$ cat src/hdl/mae_fifo.sv
// Small register queue used between front and back and on the result side.
// Depends on nothing; DEPTH must be a power of two.
module mae_fifo #(
  parameter int unsigned W     = 8,
  parameter int unsigned DEPTH = 4
) (
  input  logic         clk,
  input  logic         rst,
  input  logic         push,
  input  logic [W-1:0] din,
  output logic         full,
  input  logic         pop,
  output logic [W-1:0] dout,
  output logic         empty
);

  localparam int unsigned PW = $clog2(DEPTH);
  localparam int unsigned CW = $clog2(DEPTH + 1);

  logic [W-1:0]  slots [DEPTH];
  logic [PW-1:0] wr_ptr;
  logic [PW-1:0] rd_ptr;
  logic [CW-1:0] count;
  logic          do_push;
  logic          do_pop;

  assign full    = (count == CW'(DEPTH));
  assign empty   = (count == '0);
  assign do_push = push && !full;
  assign do_pop  = pop && !empty;
  assign dout    = slots[rd_ptr];

  // Advance pointers and count
  always_ff @(posedge clk) begin
    if (rst) begin
      wr_ptr <= '0;
      rd_ptr <= '0;
      count  <= '0;
    end else begin
      if (do_push) wr_ptr <= wr_ptr + PW'(1);
      if (do_pop)  rd_ptr <= rd_ptr + PW'(1);
      if (do_push && !do_pop)      count <= count + CW'(1);
      else if (!do_push && do_pop) count <= count - CW'(1);
    end
  end

  // Hold the stored words
  always_ff @(posedge clk) begin
    if (do_push) slots[wr_ptr] <= din;
  end

endmodule

$ cat config.mk
export PLATFORM = sky130hd
export DESIGN_NAME = mae_fifo
export DESIGN_NICKNAME = d
export VERILOG_FILES = /design/src/hdl/mae_fifo.sv
export SDC_FILE = /design/constraint.sdc
export NUM_CORES = 1
export LEC_CHECK = 0
export ABC_CLOCK_PERIOD_IN_PS = 2950
export BUFFER_PORTS_ARGS = -buffer_cell sky130_fd_sc_hd__buf_2
export CAP_MARGIN = 20
export CORE_MARGIN = 2
export CORE_UTILIZATION = 55
export CTS_CLUSTER_SIZE = 14
export DETAILED_ROUTE_END_ITERATION = 16
export GPL_ROUTABILITY_DRIVEN = 0
export GPL_TIMING_DRIVEN = 0
export MAX_ROUTING_LAYER = met4
export PLACE_DENSITY = 0.86
export SLEW_MARGIN = 5
export SYNTH_ARGS = -nofsm -noshare
export SYNTH_HDL_FRONTEND = slang
export SYNTH_SLANG_ARGS = --single-unit
$ cat constraint.sdc
create_clock -name clk -period 2.95 [get_ports clk]
set_input_delay 0.1475 -clock clk [delete_from_list [all_inputs] [get_ports clk]]
set_output_delay 0.1475 -clock clk [all_outputs]
set_load 0.01 [all_outputs]
==> qor.yml <==
status:
  status: "completed"
floorplanning:
  fp-row-count: 19
  start_util_pct: 58.3
  die_x_um: 58.3
  die_h_um: 58.3
  die_area_um2: 3400
  ios: 22
  core-area_um2: 2780
synth:
  synth_cells: 90
  ys_seq_elements: 41
  yosysSeqAreaShare_pct: 70.4
  synthDistinctLibCells: 21
  syn_avg_cell_area_um2: 18.0
  synth_area_um2: 1620
  synth_nets: 108
  synth_warnings: 0
drt:
  first_iter_violations: 19
  viasPerCell: 5.58
  drc: 0
  finalWirelength_um: 2400
  vias: 832
  ant_nets: 0
  first_pass_iters: 4
  wl_per_cell_um: 16.1
grt:
  first_global_vias: 832
  grt_use_total_pct: 17.2
  grt_max_degree: 12
  grt.overflow.total: 0
  antenna_found_initial: 0
  grt_pass1_wl_um: 3880
critical_path:
  crit_chain: "nor3b_2 -> nor2_2 -> ha_1 -> inv_1 -> fa_1 -> xor2_1 -> or3_1 -> a21oi_1"
  worstSetupStartpointType: "flip-flop"
  r2r_setup_slack_ps: 780
  arrival_ps: 2450
  max_stage_delay_ps: 510
  cp-startpoint: "count[0]$_SDFFE_PP0P_"
  path_depth: 8
  critPathMaxFanout: 6
  rr_worst_depth: 8
  cp-end-kind: "flip-flop"
  cp.required_ps: 3230
  crit_type: "flip-flop to flip-flop"
  path_buf_inv: 1
  r2r_start: "count[0]$_SDFFE_PP0P_"
  reg2reg_to: "count[2]$_SDFFE_PP0P_"
  worstSetupEndpoint: "count[2]$_SDFFE_PP0P_"
  crit_slowest_cell: "dfxtp_1"
  critPathTopFamily: "simple AND/OR/NAND/NOR gates"
cells_and_area:
  synthToLayoutAreaGrowth_pct: 11.6
  multiInputGateArea_um2: 452
  drive_above_1_share_pct: 31.4
  regArea_um2: 1140
  fin_nets: 135
  diodes: 0
  fillCellCount: 209
clock_network:
  cts_tree: "yes"
  clk_pin_slew_worst_paths_ps: 110
  hold_buffers: 0
  htreeDepth: 2
  cts_max_path_buffers: 2
  post-cts-setup-buffers: 0
  clock_latency_ps: 340
  cts_resized: 0
  clockRootBuffer: "clkbuf_4"
  cts_sinks: 41
  cts_buffers: 5
sta:
  setup_tns_ps: 0
  hold_viol: 0
  tightest_slew_ps: 478
  setup_ws_ps: 781
  period_share_pct: 73.5
  maxSlewHeadroom_pct: 68.1
  slew_viol_final: 0
  fin_skew_ps: 3.05
  rsz0062_at_grt: "no"
  max_freq_ghz: 0.461
  setup-violations-final: 0
  fin_crit_ps: 2170
power_and_ir_drop:
  pwr-share-clk_pct: 18.3
  leakagePower_nw: 0.658
  p_switching_w: 0.000411
  peakVddDrop_uv: 539
  power.share.sequential_pct: 53.4
  combPwrFrac_pct: 28.4
  swShare_pct: 29.1
  p_int_w: 0.00100
  p_per_area_nw_per_um2: 780
hold_path:
  hold_path_class: "primary input to flip-flop"
flow_run:
  drv_cap: 0
placement:
  dp_slack_ps: 815
  port-buffer-count: 20
-- worst min path at each step --
stage	cells after the start	to	startpoint	slack (ps)
finish	1	slots[2][2]$_DFFE_PP_	din[2]	20
global route	1	slots[3][2]$_DFFE_PP_	din[2]	2
CTS	1	slots[2][7]$_DFFE_PP_	din[7]	4
detailed placement	1	slots[2][7]$_DFFE_PP_	din[7]	370
global placement	1	slots[0][1]$_DFFE_PP_	din[1]	360
floorplan	0	slots[0][0]$_DFFE_PP_	din[0]	250
-- power groups by stage --
stage / logic, W / clock network [W] / registers (W)
6_report: 0.000400 / 0.000258 / 0.000753
5_1_grt: 0.000448 / 0.000291 / 0.000762
4_1_cts: 0.000410 / 0.000267 / 0.000753
3_5_place_dp: 0.000409 / 0 / 0.000766
3_3_place_gp: 0.000396 / 0 / 0.000758
2_1_floorplan: 0.000296 / 0 / 0.000753
-- per-stage QoR --
step           total power [W]  cell area, um2  util [%]  hold slack (ps)  instances
2_1_floorplan          0.00105            1620         -              246         90
3_3_place_gp           0.00115            1760      63.2              358        141
5_1_grt                0.00150            1810      65.0             2.28        149
6_report               0.00141            1810      65.0             16.8        149
4_1_cts                0.00143            1810      65.0             3.81        149
3_5_place_dp           0.00117            1760      63.2              372        141
-- layer usage --
metal / vias to the layer above / track usage, % / wire, um
met5: - / - / 0
met1: 410 / 20.1 / 1010
met4: 0 / 7.97 / 33
li1: 397 / - / -
met2: 21 / 26.0 / 1220
met3: 4 / 6.92 / 133
-- synthesized netlist by cell type --
library cell | count | area [um2]
o31ai_2 | 1 | 12.5
o21ai_0 | 2 | 10.0
mux2i_1 | 2 | 20.0
clkbuf_1 | 2 | 7.51
fa_1 | 1 | 20.0
mux4_2 | 8 | 180
nand2b_1 | 2 | 12.5
xor2_1 | 4 | 35.0
dfxtp_1 | 9 | 180
ha_1 | 5 | 62.6
nor3b_2 | 1 | 12.5
buf_2 | 1 | 5.00
nor2_1 | 5 | 18.8
nor3_1 | 1 | 5.00
or3_1 | 2 | 12.5
o311ai_1 | 1 | 8.76
and2_1 | 4 | 25.0
inv_1 | 4 | 15.0
a21oi_1 | 2 | 10.0
edfxtp_1 | 32 | 961
nor2_2 | 1 | 6.26
-- state kept, by name, summed over array words and instances, names as in the netlist, named ones only --
| signal | cells |
|---|---|
| rd_ptr | 2 |
| count | 3 |
| wr_ptr | 2 |
| slots | 32 |
-- worst register-to-register path: stages, from the launching register on --
cell,delay (ps)
dfxtp_1,510
nor3b_2,120
nor2_2,220
ha_1,240
inv_1,60
fa_1,380
xor2_1,150
or3_1,300
a21oi_1,130
-- placed cells by master (no fill, tap or decap), drive strengths merged --
cell    Yosys  layout
a21oi       2       2
and2        4       4
buf         1      21
clkbuf      2      10
dfxtp       9       9
edfxtp     32      32
fa          1       1
ha          5       5
inv         4       4
mux2i       2       2
mux4        8       8
nand2b      2       2
nor2        6       6
nor3        1       1
nor3b       1       1
o21ai       2       2
o311ai      1       1
o31ai       1       1
or3         2       2
xor2        4       4
-- area by class of cell --
type,count,area share (%)
plain buffers,3,0.692
flip-flops and latches,41,63.1
inverters,4,0.830
multi-input cells,42,25.0
repair buffers,20,5.54
clock buffers,8,2.70
well taps,31,2.15
-- cells by family (layout without fill, tap and decap cells) --
logic type,Yosys count,count (layout),synth area share [%]
muxes,10,10,12.4
DFF,41,41,70.4
and+or+nand+nor,16,16,5.71
buffers and inverters,7,35,1.70
AOI/OAI and AO/OA,6,6,2.55
adders and majority gates,6,6,5.10
xor gates and xnor gates,4,4,2.16
Note: power is estimated with default switching activity, not from simulation.
