--- config.mk ---
export PLATFORM = sky130hd
export DESIGN_NAME = mae_front
export DESIGN_NICKNAME = d
export VERILOG_FILES = /design/src/hdl/mae_pkg.sv /design/src/hdl/mae_front.sv
export SDC_FILE = /design/constraint.sdc
export NUM_CORES = 1
export LEC_CHECK = 0
export ABC_AREA = 1
export BUFFER_PORTS_ARGS = -buffer_cell sky130_fd_sc_hd__clkbuf_2
export CAP_MARGIN = 20
export CORE_ASPECT_RATIO = 1.2
export CORE_MARGIN = 3
export CORE_UTILIZATION = 40
export DETAILED_ROUTE_END_ITERATION = 16
export PLACE_DENSITY = 0.9
export SYNTH_ARGS = -nofsm -noshare
export SYNTH_HDL_FRONTEND = slang
export SYNTH_SLANG_ARGS = --single-unit
--- constraint.sdc ---
create_clock -name vclk -period 3.1
set_input_delay 0.31 -clock vclk [all_inputs]
set_output_delay 0.31 -clock vclk [all_outputs]
set_load 0.005 [all_outputs]
--- src/hdl/mae_pkg.sv ---
// Shared types and codes for the matrix arithmetic engine.
// Used by every module in hdl/ other than mae_fifo; depends on nothing.
package mae_pkg;

  // Operation selected by the operation register
  typedef enum logic [1:0] {
    OP_ADD = 2'd0,
    OP_MUL = 2'd1,
    OP_NEG = 2'd2,
    OP_TRN = 2'd3
  } op_e;

  // Command codes of an input word
  localparam logic [1:0] CMD_WR_A = 2'd0;
  localparam logic [1:0] CMD_WR_B = 2'd1;
  localparam logic [1:0] CMD_READ = 2'd2;

  // Status codes of a result word
  localparam logic [1:0] ST_OK  = 2'd0;
  localparam logic [1:0] ST_DIM = 2'd1;
  localparam logic [1:0] ST_IDX = 2'd2;

  // Configuration register indexes
  localparam logic [2:0] REG_OPERATION = 3'd0;
  localparam logic [2:0] REG_ROWS_A    = 3'd1;
  localparam logic [2:0] REG_COLS_A    = 3'd2;
  localparam logic [2:0] REG_ROWS_B    = 3'd3;
  localparam logic [2:0] REG_COLS_B    = 3'd4;

  localparam int unsigned CFG_DATA_W = 5;

  typedef struct packed {
    logic [1:0]         command;
    logic [3:0]         row;
    logic [3:0]         col;
    logic signed [31:0] value;
  } in_word_t;

  typedef struct packed {
    logic signed [31:0] result_value;
    logic [1:0]         status;
  } out_word_t;

  typedef struct packed {
    op_e        operation;
    logic [4:0] rows_a;
    logic [4:0] cols_a;
    logic [4:0] rows_b;
    logic [4:0] cols_b;
  } cfg_t;

  // Classified command handed from front to back
  typedef struct packed {
    logic [1:0]  kind;
    logic [3:0]  row;
    logic [3:0]  col;
    logic [31:0] value;
    logic [1:0]  status;
  } job_t;

  typedef enum logic {
    BK_IDLE = 1'b0,
    BK_RUN  = 1'b1
  } back_state_e;

  // Clamp a size register to the store dimension
  function automatic logic [4:0] eff_dim(logic [4:0] d, int unsigned lim);
    logic [4:0] r;
    r = (int'(d) > int'(lim)) ? 5'(lim) : d;
    return r;
  endfunction

endpackage

--- src/hdl/mae_front.sv ---
// Front end: accepts input words, drops the ones with no effect and tags reads
// with their status. Depends on mae_pkg.
module mae_front #(
  parameter int unsigned MAX_DIM = 16
) (
  input  logic              push,
  input  mae_pkg::in_word_t item,
  output logic              full,
  input  mae_pkg::cfg_t     cfg,
  input  logic              job_full,
  output logic              job_push,
  output mae_pkg::job_t     job
);

  logic [4:0] ra, ca, rb, cb;
  logic [4:0] res_r, res_c;
  logic       dim_bad;
  logic       in_store;
  logic       keep;
  logic [1:0] status;

  assign ra = mae_pkg::eff_dim(cfg.rows_a, MAX_DIM);
  assign ca = mae_pkg::eff_dim(cfg.cols_a, MAX_DIM);
  assign rb = mae_pkg::eff_dim(cfg.rows_b, MAX_DIM);
  assign cb = mae_pkg::eff_dim(cfg.cols_b, MAX_DIM);

  // Result size and dimension check for the configured operation
  always_comb begin
    res_r   = ra;
    res_c   = ca;
    dim_bad = 1'b0;
    case (cfg.operation)
      mae_pkg::OP_ADD: dim_bad = (ra != rb) || (ca != cb);
      mae_pkg::OP_MUL: begin
        res_c   = cb;
        dim_bad = (ca != rb);
      end
      mae_pkg::OP_NEG: dim_bad = 1'b0;
      mae_pkg::OP_TRN: begin
        res_r = ca;
        res_c = ra;
      end
      default: dim_bad = 1'b0;
    endcase
  end

  // Classify the read status
  always_comb begin
    if (dim_bad) begin
      status = mae_pkg::ST_DIM;
    end else if ({1'b0, item.row} >= res_r || {1'b0, item.col} >= res_c) begin
      status = mae_pkg::ST_IDX;
    end else begin
      status = mae_pkg::ST_OK;
    end
  end

  // Writes outside the store and unused commands are dropped here
  assign in_store = (int'(item.row) < int'(MAX_DIM)) && (int'(item.col) < int'(MAX_DIM));
  assign keep = (item.command == mae_pkg::CMD_READ) ||
                (((item.command == mae_pkg::CMD_WR_A) ||
                  (item.command == mae_pkg::CMD_WR_B)) && in_store);

  assign full     = job_full;
  assign job_push = push && !job_full && keep;

  always_comb begin
    job.kind   = item.command;
    job.row    = item.row;
    job.col    = item.col;
    job.value  = item.value;
    job.status = status;
  end

endmodule

==> impl_metrics.env, run 1 <==
export IMPL_ios=112
export IMPL_worstHoldStart="item[11]"
export IMPL_routabilityCongestion=0.890
export IMPL_slowest_delay_ns=0.29
export IMPL_placed_area_sq_um=1010
export IMPL_place_hpwl_um=2170
export IMPL_ys_warn_count=0
export IMPL_antennaDiodeCount=0
export IMPL_grt_usage_pct=14.4
export IMPL_grt_setup_unrepaired="no"
export IMPL_grt_max_degree=12
export IMPL_synth_seq_area_share_pct=0
export IMPL_min_path_type="in -> out"
export IMPL_drv_cap=0
export IMPL_regArea_sq_um=0
export IMPL_crit_family="compound AO/OA/AOI/OAI gates"
export IMPL_nFillCells=300
export IMPL_grt_pass1_vias=1015
export IMPL_nNetsFinal=271
export IMPL_period_share_pct=75.8
export IMPL_die_x_um=53.0
export IMPL_wl_per_cell_um=10.8
export IMPL_status="finished, final reports clean"
export IMPL_criticalPathCategory="in -> out"
export IMPL_rows=19
export IMPL_multi_input_comb_area_sq_um=659
export IMPL_area_delta_synth_final_pct=-5.19
export IMPL_hold_viol_final=0
export IMPL_antenna_found_initial=0
export IMPL_io_buffers=48
export IMPL_startpoint_type="primary input"
export IMPL_slew_violations=0
export IMPL_powerDensity_nw_per_um2=135
export IMPL_tightest_slew_ns=0.411
export IMPL_drc_errors=0
export IMPL_drt_wl_total_um=2440
export IMPL_endpoint_kind="output port"
export IMPL_drt_pass1_iter_count=4
export IMPL_routed_via_count=1123
export IMPL_synth_cell_types=21
export IMPL_netlist_area_sq_um=1060
export IMPL_die_area_sq_um=3310
export IMPL_synth_avg_cell_area_sq_um=5.53
export IMPL_initial_core_util_pct=44.2
export IMPL_fp_dieH_um=62.4
export IMPL_ant_nets=0
export IMPL_fmax_mhz=425
export IMPL_period_needed_ns=2.35
export IMPL_finalPower_uw=136
export IMPL_grt_pass1_wl_um=3940
export IMPL_hold_buffers=0
export IMPL_grt_overflow=0
export IMPL_critPathLaunch="cfg[20]"
export IMPL_worstPathRequired_ns=2.79
export IMPL_coreArea_sq_um=2400
export IMPL_vias_per_cell=4.97
export IMPL_cp_max_fo=5
export IMPL_clock_buffers=0
export IMPL_synth_fp_nets=266
export IMPL_final_cell_area_sq_um=1010
export IMPL_ir_drop_mv=0.0474
export IMPL_seq_cell_count=0
export IMPL_slowest_stage="ha_1"
export IMPL_syn_inst=192
export IMPL_cp_num_buf_inv=4
export IMPL_tns_ns=0
export IMPL_finalSetupViolCount=0
export IMPL_arrival_ns=2.04
export IMPL_cts_resized=0
export IMPL_drt_iter0_drc=22
export IMPL_crit_chain="clkbuf_2, inv_1, nor2_1, inv_1, o22ai_1, a21oi_1, ha_1, nand2_1, o211ai_1, a21oi_1, nor2_1, nor2_1, a21oi_1, clkbuf_2"
export IMPL_post_cts_buffers=0
export IMPL_p_leak_uw=0.000596
export IMPL_max_slew_margin_rel_pct=72.5
export IMPL_drive_above_1_share_pct=29.2
==> power by group <==
group / leakage, uW / switching (uW) / total (uW) / internal, uW
clock: 0 / 0 / 0 / 0
sequential: 0 / 0 / 0 / 0
combinational: 0.000596 / 77.0 / 136 / 58.5
total: 0.000596 / 77.0 / 136 / 58.5
==> per-layer routing <==
layer / global-route usage, % / vias to the layer above / wire [um]
met2: 26.7 / 58 / 1190
met4: 4.47 / 0 / 61
li1: - / 578 / -
met1: 16.2 / 473 / 914
met3: 1.67 / 14 / 266
met5: 0 / - / 0
==> worst paths after layout <==
check	to	cells past startpoint
worst max-delay path	job[1]	14
worst min-delay path	job[13]	0
==> final cells by class <==
| class | instances | area share (%) |
|---|---|---|
| Inverter | 18 | 6.72 |
| Tap cell | 31 | 3.86 |
| Multi-Input combinational cell | 129 | 65.5 |
| Timing Repair Buffer | 48 | 23.9 |
==> stage by stage <==
| stage | utilization (%) | setup WS [ns] | hold slack, ns | std cells |
|---|---|---|---|---|
| finish | 41.9 | 0.750 | 0.620 | 226 |
| detailed placement | 41.9 | 0.756 | 0.620 | 226 |
| global placement | 41.9 | 0.799 | 0.620 | 226 |
| floorplan | - | 1.07 | 0.651 | 192 |
| CTS | 41.9 | 0.752 | 0.620 | 226 |
| global route | 41.9 | 0.496 | 0.620 | 226 |
==> synthesized netlist by cell type <==
| library cell | count | share of area (%) |
|---|---|---|
| buf_4 | 44 | 31 |
| inv_2 | 1 | 0.35 |
| inv_1 | 17 | 6.0 |
| o21ai_0 | 9 | 4.2 |
| and2_1 | 1 | 0.59 |
| nand2_2 | 6 | 3.5 |
| nand2_4 | 1 | 1.1 |
| a21oi_1 | 8 | 3.8 |
| clkbuf_1 | 1 | 0.35 |
| nand3_1 | 11 | 5.2 |
| nor3_1 | 1 | 0.47 |
| o22ai_1 | 3 | 1.8 |
| a21oi_2 | 1 | 0.83 |
| ha_1 | 8 | 9.4 |
| nand2_1 | 47 | 17 |
| nor2_1 | 24 | 8.5 |
| a21boi_0 | 2 | 1.4 |
| o21ai_1 | 2 | 0.94 |
| nor3b_1 | 1 | 0.71 |
| o211ai_1 | 2 | 1.4 |
| xor2_1 | 2 | 1.7 |
==> cells in the final DEF, fill, tap and decap left out <==
cell type  count
nand2_4        1
nor3b_1        1
nand3_1       11
and2_1         1
clkbuf_2      48
nand2_2        6
inv_2          1
a21boi_0       2
o211ai_1       2
inv_1         17
a21oi_1        8
o22ai_1        3
a21oi_2        1
ha_1           8
nor2_1        24
nor3_1         1
nand2_1       47
xor2_1         2
o21ai_0        9
o21ai_1        2
==> cell families (layout without fill, tap and decap cells) <==
family,Yosys count,in the layout,share of synthesized area (%)
AO/OA/AOI/OAI,27,27,14.4
XOR/XNOR,2,2,1.65
AND/OR/NAND/NOR,92,92,36.7
buffers and inverters,63,66,37.9
adder cells (fa/ha/maj),8,8,9.43
Note: power is estimated with default switching activity, not from simulation.
==> run 2, diff against run 1 <==
- ABC_AREA: 1 -> 0
- CORE_UTILIZATION: 40 -> 34
- PLACE_DENSITY: 0.9 -> 0.82
- clock period: 3.1 -> 2 ns (I/O delays scaled with it)
==> run 2 against run 1 <==
Net effect: cell count shrank 10%; sequential share of layout area is the same; first-iteration DRC count shrank 27%; utilization grew 0.61 points; critical path depth shrank 3; combinational power grew 88%; largest power group unchanged.
==> impl_metrics.env, run 2 <==
export IMPL_drv_cap=0
export IMPL_cp_endpoint="job[1]"
export IMPL_synth_seq_area_share_pct=0
export IMPL_synth_most_common_cell="buf_4"
export IMPL_final_cell_mix="42 x clkbuf_2, 20 x buf_4, 13 x nor2_1, 8 x ha_1, 7 x nand2b_1"
export IMPL_critPathLaunch="cfg[15]"
export IMPL_die_area_sq_um=3830
export IMPL_tns_ns=0
export IMPL_wl_met1_um=997
export IMPL_mostFrequentLayoutCell="clkbuf_2"
export IMPL_grt_pass1_vias=1010
export IMPL_muxShareOfSynthArea_pct=4.71
export IMPL_rows=21
export IMPL_multi_input_comb_area_sq_um=758
export IMPL_ir_drop_mv=0.0914
export IMPL_initial_core_util_pct=36.8
export IMPL_synth_fa_ha_area_share_pct=9.42
export IMPL_p_leak_uw=0.000622
export IMPL_synth_commonest_cells="44 x buf_4, 13 x nor2_1, 9 x nand2b_1"
export IMPL_netlist_area_sq_um=1060
export IMPL_crit_chain="buf_6, nor2b_4, a21oi_2, mux2i_1, ha_1, nand2b_4, a21o_1, a211oi_1, or3_1, a21oi_2, buf_2"
export IMPL_fmax_mhz=509
export IMPL_wl_met3_um=199
export IMPL_topRoutingLayerUsed="met4"
export IMPL_synth_avg_cell_area_sq_um=7.03
export IMPL_routabilityCongestion=0.872
export IMPL_timing_critical_path_mode_cell="a21oi_2"
export IMPL_drt_pass1_iter_count=4
export IMPL_endpoint_kind="output port"
export IMPL_utilization_pct=42.5
export IMPL_slowest_delay_ns=0.36
export IMPL_die_x_um=57.0
export IMPL_ios=112
export IMPL_synth_compound_area_share_pct=19.1
export IMPL_regArea_sq_um=0
export IMPL_nNetsFinal=245
export IMPL_grt_pass1_wl_um=4140
export IMPL_tightest_slew_ns=0.466
export IMPL_grt_usage_pct=12.9
export IMPL_ant_nets=0
export IMPL_yosys_area_share_simple_pct=26.5
export IMPL_coreArea_sq_um=2890
export IMPL_worst_path_stages=11
export IMPL_synth_cell_types=33
export IMPL_min_path_type="in -> out"
export IMPL_synth_xor_area_share_pct=4.95
export IMPL_nFillCells=305
export IMPL_startpoint_type="primary input"
export IMPL_drt_wl_total_um=2640
export IMPL_place_hpwl_um=2280
export IMPL_grt_max_degree=10
export IMPL_grt_overflow=0
export IMPL_criticalPathCategory="in -> out"
export IMPL_clock_buffers=0
export IMPL_period_share_pct=98.2
export IMPL_seq_cell_count=0
export IMPL_area_delta_synth_final_pct=15.7
export IMPL_worstPathRequired_ns=1.80
export IMPL_drive_above_1_share_pct=47.9
export IMPL_slew_violations=0
export IMPL_cp_num_buf_inv=2
export IMPL_slowest_stage="or3_1"
export IMPL_ys_warn_count=0
export IMPL_antennaDiodeCount=0
export IMPL_fp_dieH_um=67.2
export IMPL_io_buffers=48
export IMPL_syn_inst=151
export IMPL_synth_top_area_share_pct=31.1
export IMPL_drt_iter0_drc=16
export IMPL_period_needed_ns=1.96
export IMPL_synth_top_family_by_area="buffers and inverters"
export IMPL_grt_setup_unrepaired="yes"
export IMPL_antenna_found_initial=0
export IMPL_finalSetupViolCount=0
export IMPL_synth_fp_nets=225
export IMPL_powerDensity_nw_per_um2=208
export IMPL_crit_family="simple AND/OR/NAND/NOR gates"
export IMPL_status="finished, final reports clean"
export IMPL_vias_per_cell=5.09
export IMPL_drc_errors=0
export IMPL_cp_max_fo=2
export IMPL_yosysTopAreaCell="buf_4"
export IMPL_arrival_ns=1.76
export IMPL_wl_per_cell_um=13.0
export IMPL_dr_wl_met2_um=1400
export IMPL_hold_viol_final=0
export IMPL_max_slew_margin_rel_pct=68.7
export IMPL_synth_area_top_cells="buf_4 31%, ha_1 9.4%, nand2b_1 5.3%"
export IMPL_routed_via_count=1033
==> run 2: cell count changes in the layout (fill, tap and decap cells not counted), sizes merged, moves of 9 or more <==
cell,previous run,this run
nand3,11,2
nand2,54,5
nand2b,0,10
buf,0,24
inv,18,4
nor2,24,13
==> run 2: cell type report <==
cell class         count  share of cell area, %
inverters              4                   1.22
multi-input cells     98                   61.7
well taps             34                   3.46
repair buffers        67                   33.6
==> run 2: power by group <==
part | leakage (uW) | internal, uW | total, uW | switching [uW]
Clock | 0 | 0 | 0 | 0
Sequential | 0 | 0 | 0 | 0
Combinational | 0.000622 | 138 | 256 | 118
Total | 0.000622 | 138 | 256 | 118
==> run 2: kinds of logic (layout without fill, tap and decap cells) <==
group,count (synthesis),in the layout
AO/OA/AOI/OAI,31,31
XOR/XNOR,6,6
adder cells (fa/ha/maj),8,8
buffers and inverters,53,71
multiplexers,5,5
AND/OR/NAND/NOR,48,48
==> run 2: how the worst min path moves through the flow <==
stage	to	slack, ns	cells after the start	from
2_1_floorplan	job_push	0.43	1	job_full
3_3_place_gp	job[17]	0.40	0	item[15]
3_5_place_dp	job[17]	0.40	0	item[15]
4_1_cts	job[17]	0.40	0	item[15]
5_1_grt	job[26]	0.40	0	item[24]
6_report	job[12]	0.40	0	item[10]
==> run 2: routing by layer <==
layer | track usage, % | vias up
met1 | 13.9 | 467
met4 | 4.06 | 0
met3 | 2.10 | 7
met5 | 0 | -
met2 | 25.4 | 35
li1 | - | 524
==> run 2: repair_timing <==
action,4_1_cts,5_1_grt
pin swaps,2,14
setup endpoints to repair,1,1
hold endpoints to repair,0,0
gates resized for setup,10,21
hold buffers,0,0
buffers inserted,0,1
==> run 2: through the flow <==
step	cell area, sq um	instances	hold slack, ns	worst slack [ns]	power [uW]
final	1230	203	0.400	0.0369	256
after detailed placement	1120	202	0.400	-0.0914	231
after CTS	1150	202	0.400	0.00452	238
after global placement	1120	202	0.400	-0.0445	224
after global routing	1230	203	0.400	-0.0481	284
after floorplan	1060	151	0.430	0.114	187
==> run 3, diff against run 2 <==
- clock period: 2 -> 1.65 ns (I/O delays scaled with it)
==> run 3 against run 2 <==
Net effect: non-clock buffer count rose by 5; via count rose by 5.4%; the run now ends with setup timing left; clock-buffer cell count did not move; final area rose by 2.3%; first-iteration DRC count rose by 75%; critical endpoint unchanged; cell count rose by 2.5%; combinational power rose by 24%.
==> impl_metrics.env, run 3 (same netlist as run 2, synthesis figures left out) <==
export IMPL_status="finished with violations"
export IMPL_violations="setup timing"
export IMPL_grt_pass1_wl_um=4240
export IMPL_worstHoldStart="item[9]"
export IMPL_seq_cell_count=0
export IMPL_fp_dieH_um=67.2
export IMPL_worstPathRequired_ns=1.48
export IMPL_post_place_cells=208
export IMPL_grt_setup_unrepaired="yes"
export IMPL_wl_per_cell_um=13.0
export IMPL_regArea_sq_um=0
export IMPL_finalSetupViolCount=1
export IMPL_drc_errors=0
export IMPL_drv_cap=0
export IMPL_endpoint_kind="output port"
export IMPL_antenna_found_initial=0
export IMPL_antennaDiodeCount=0
export IMPL_hold_viol_final=0
export IMPL_finalWorstSetupSlack_ns=-0.203
export IMPL_coreArea_sq_um=2890
export IMPL_initial_core_util_pct=36.8
export IMPL_period_needed_ns=1.85
export IMPL_tightest_slew_ns=0.284
export IMPL_place_hpwl_um=2380
export IMPL_powerDensity_nw_per_um2=252
export IMPL_fmax_mhz=540
export IMPL_grt_overflow=0
export IMPL_vias_per_cell=5.24
export IMPL_drt_wl_total_um=2710
export IMPL_drive_above_1_share_pct=48.9
export IMPL_criticalPathCategory="in -> out"
export IMPL_die_area_sq_um=3830
export IMPL_startpoint_type="primary input"
export IMPL_io_buffers=48
export IMPL_cp_max_fo=2
export IMPL_grt_max_degree=9
export IMPL_stdcell_count=208
export IMPL_max_slew_margin_rel_pct=80.8
export IMPL_drt_pass1_iter_count=4
export IMPL_min_path_type="in -> out"
export IMPL_period_share_pct=112
export IMPL_post_cts_buffers=0
export IMPL_mostFrequentLayoutCell="clkbuf_2"
export IMPL_ant_nets=0
export IMPL_slew_violations=0
export IMPL_grt_pass1_vias=974
export IMPL_hold_buffers=0
export IMPL_final_cell_mix="44 x clkbuf_2, 23 x buf_4, 12 x nor2_1, 8 x nand2b_1, 7 x ha_1"
export IMPL_grt_usage_pct=13.1
export IMPL_arrival_ns=1.69
export IMPL_utilization_pct=43.5
export IMPL_clock_buffers=0
export IMPL_ir_drop_mv=0.119
export IMPL_critPathLaunch="cfg[0]"
export IMPL_rows=21
export IMPL_nNetsFinal=250
export IMPL_drt_iter0_drc=28
export IMPL_routabilityCongestion=0.863
export IMPL_p_leak_uw=0.000629
export IMPL_die_x_um=57.0
export IMPL_routed_via_count=1089
export IMPL_area_delta_synth_final_pct=18.4
export IMPL_ios=112
[run 3: cell types whose count changed in the layout (fill, tap and decap cells not counted), sizes merged]
cell,delta
clkbuf,+5
[run 3: cell type report]
class / instances / area [sq um]
multi-input cells: 98 / 747
repair buffers: 72 / 453
fillers: 299 / 1630
well taps: 34 / 42.5
inverters: 4 / 15.0
[run 3: final timing paths]
path | to | slack, ns | cells past startpoint
worst max-delay path | job[1] | -0.20 | 11
worst min-delay path | job[11] | 0.33 | 0
[run 3: worst max-delay path, cell delays in order]
cell      delay (ns)
clkbuf_2        0.10
nor3b_2         0.15
a21oi_1         0.11
mux2i_1         0.09
ha_1            0.27
nand2b_1        0.09
a21o_1          0.11
a211oi_1        0.05
or3_1           0.32
a21oi_2         0.12
clkbuf_2        0.12
[run 3: through the flow]
| stage | setup slack (ns) | instance area (sq um) | TNS (ns) | power (uW) | hold slack (ns) |
|---|---|---|---|---|---|
| floorplan | 0.000876 | 1130 | 0 | 243 | 0.360 |
| detailed placement | -0.338 | 1200 | -0.338 | 303 | 0.330 |
| CTS | -0.221 | 1250 | -0.221 | 316 | 0.330 |
| global route | -0.312 | 1260 | -0.312 | 350 | 0.330 |
| global placement | -0.300 | 1200 | -0.300 | 296 | 0.330 |
| finish | -0.203 | 1260 | -0.203 | 317 | 0.330 |
[run 3: repair_timing]
item                       in CTS  in global routing
setup endpoints to repair       1                  2
pin swaps                       2                  1
hold endpoints to repair        0                  0
resized for setup              14                  2
[run 3: power breakdown]
part,switching [uW],internal [uW],total [uW]
clock network,0,0,0
registers,0,0,0
logic,146,171,317
[run 3: layer usage]
layer  global-route usage [%]  routed length [um]
met4                     4.93                  40
met2                     25.0                1440
met3                    0.765                 223
met1                     15.1                1020
met5                        0                   0
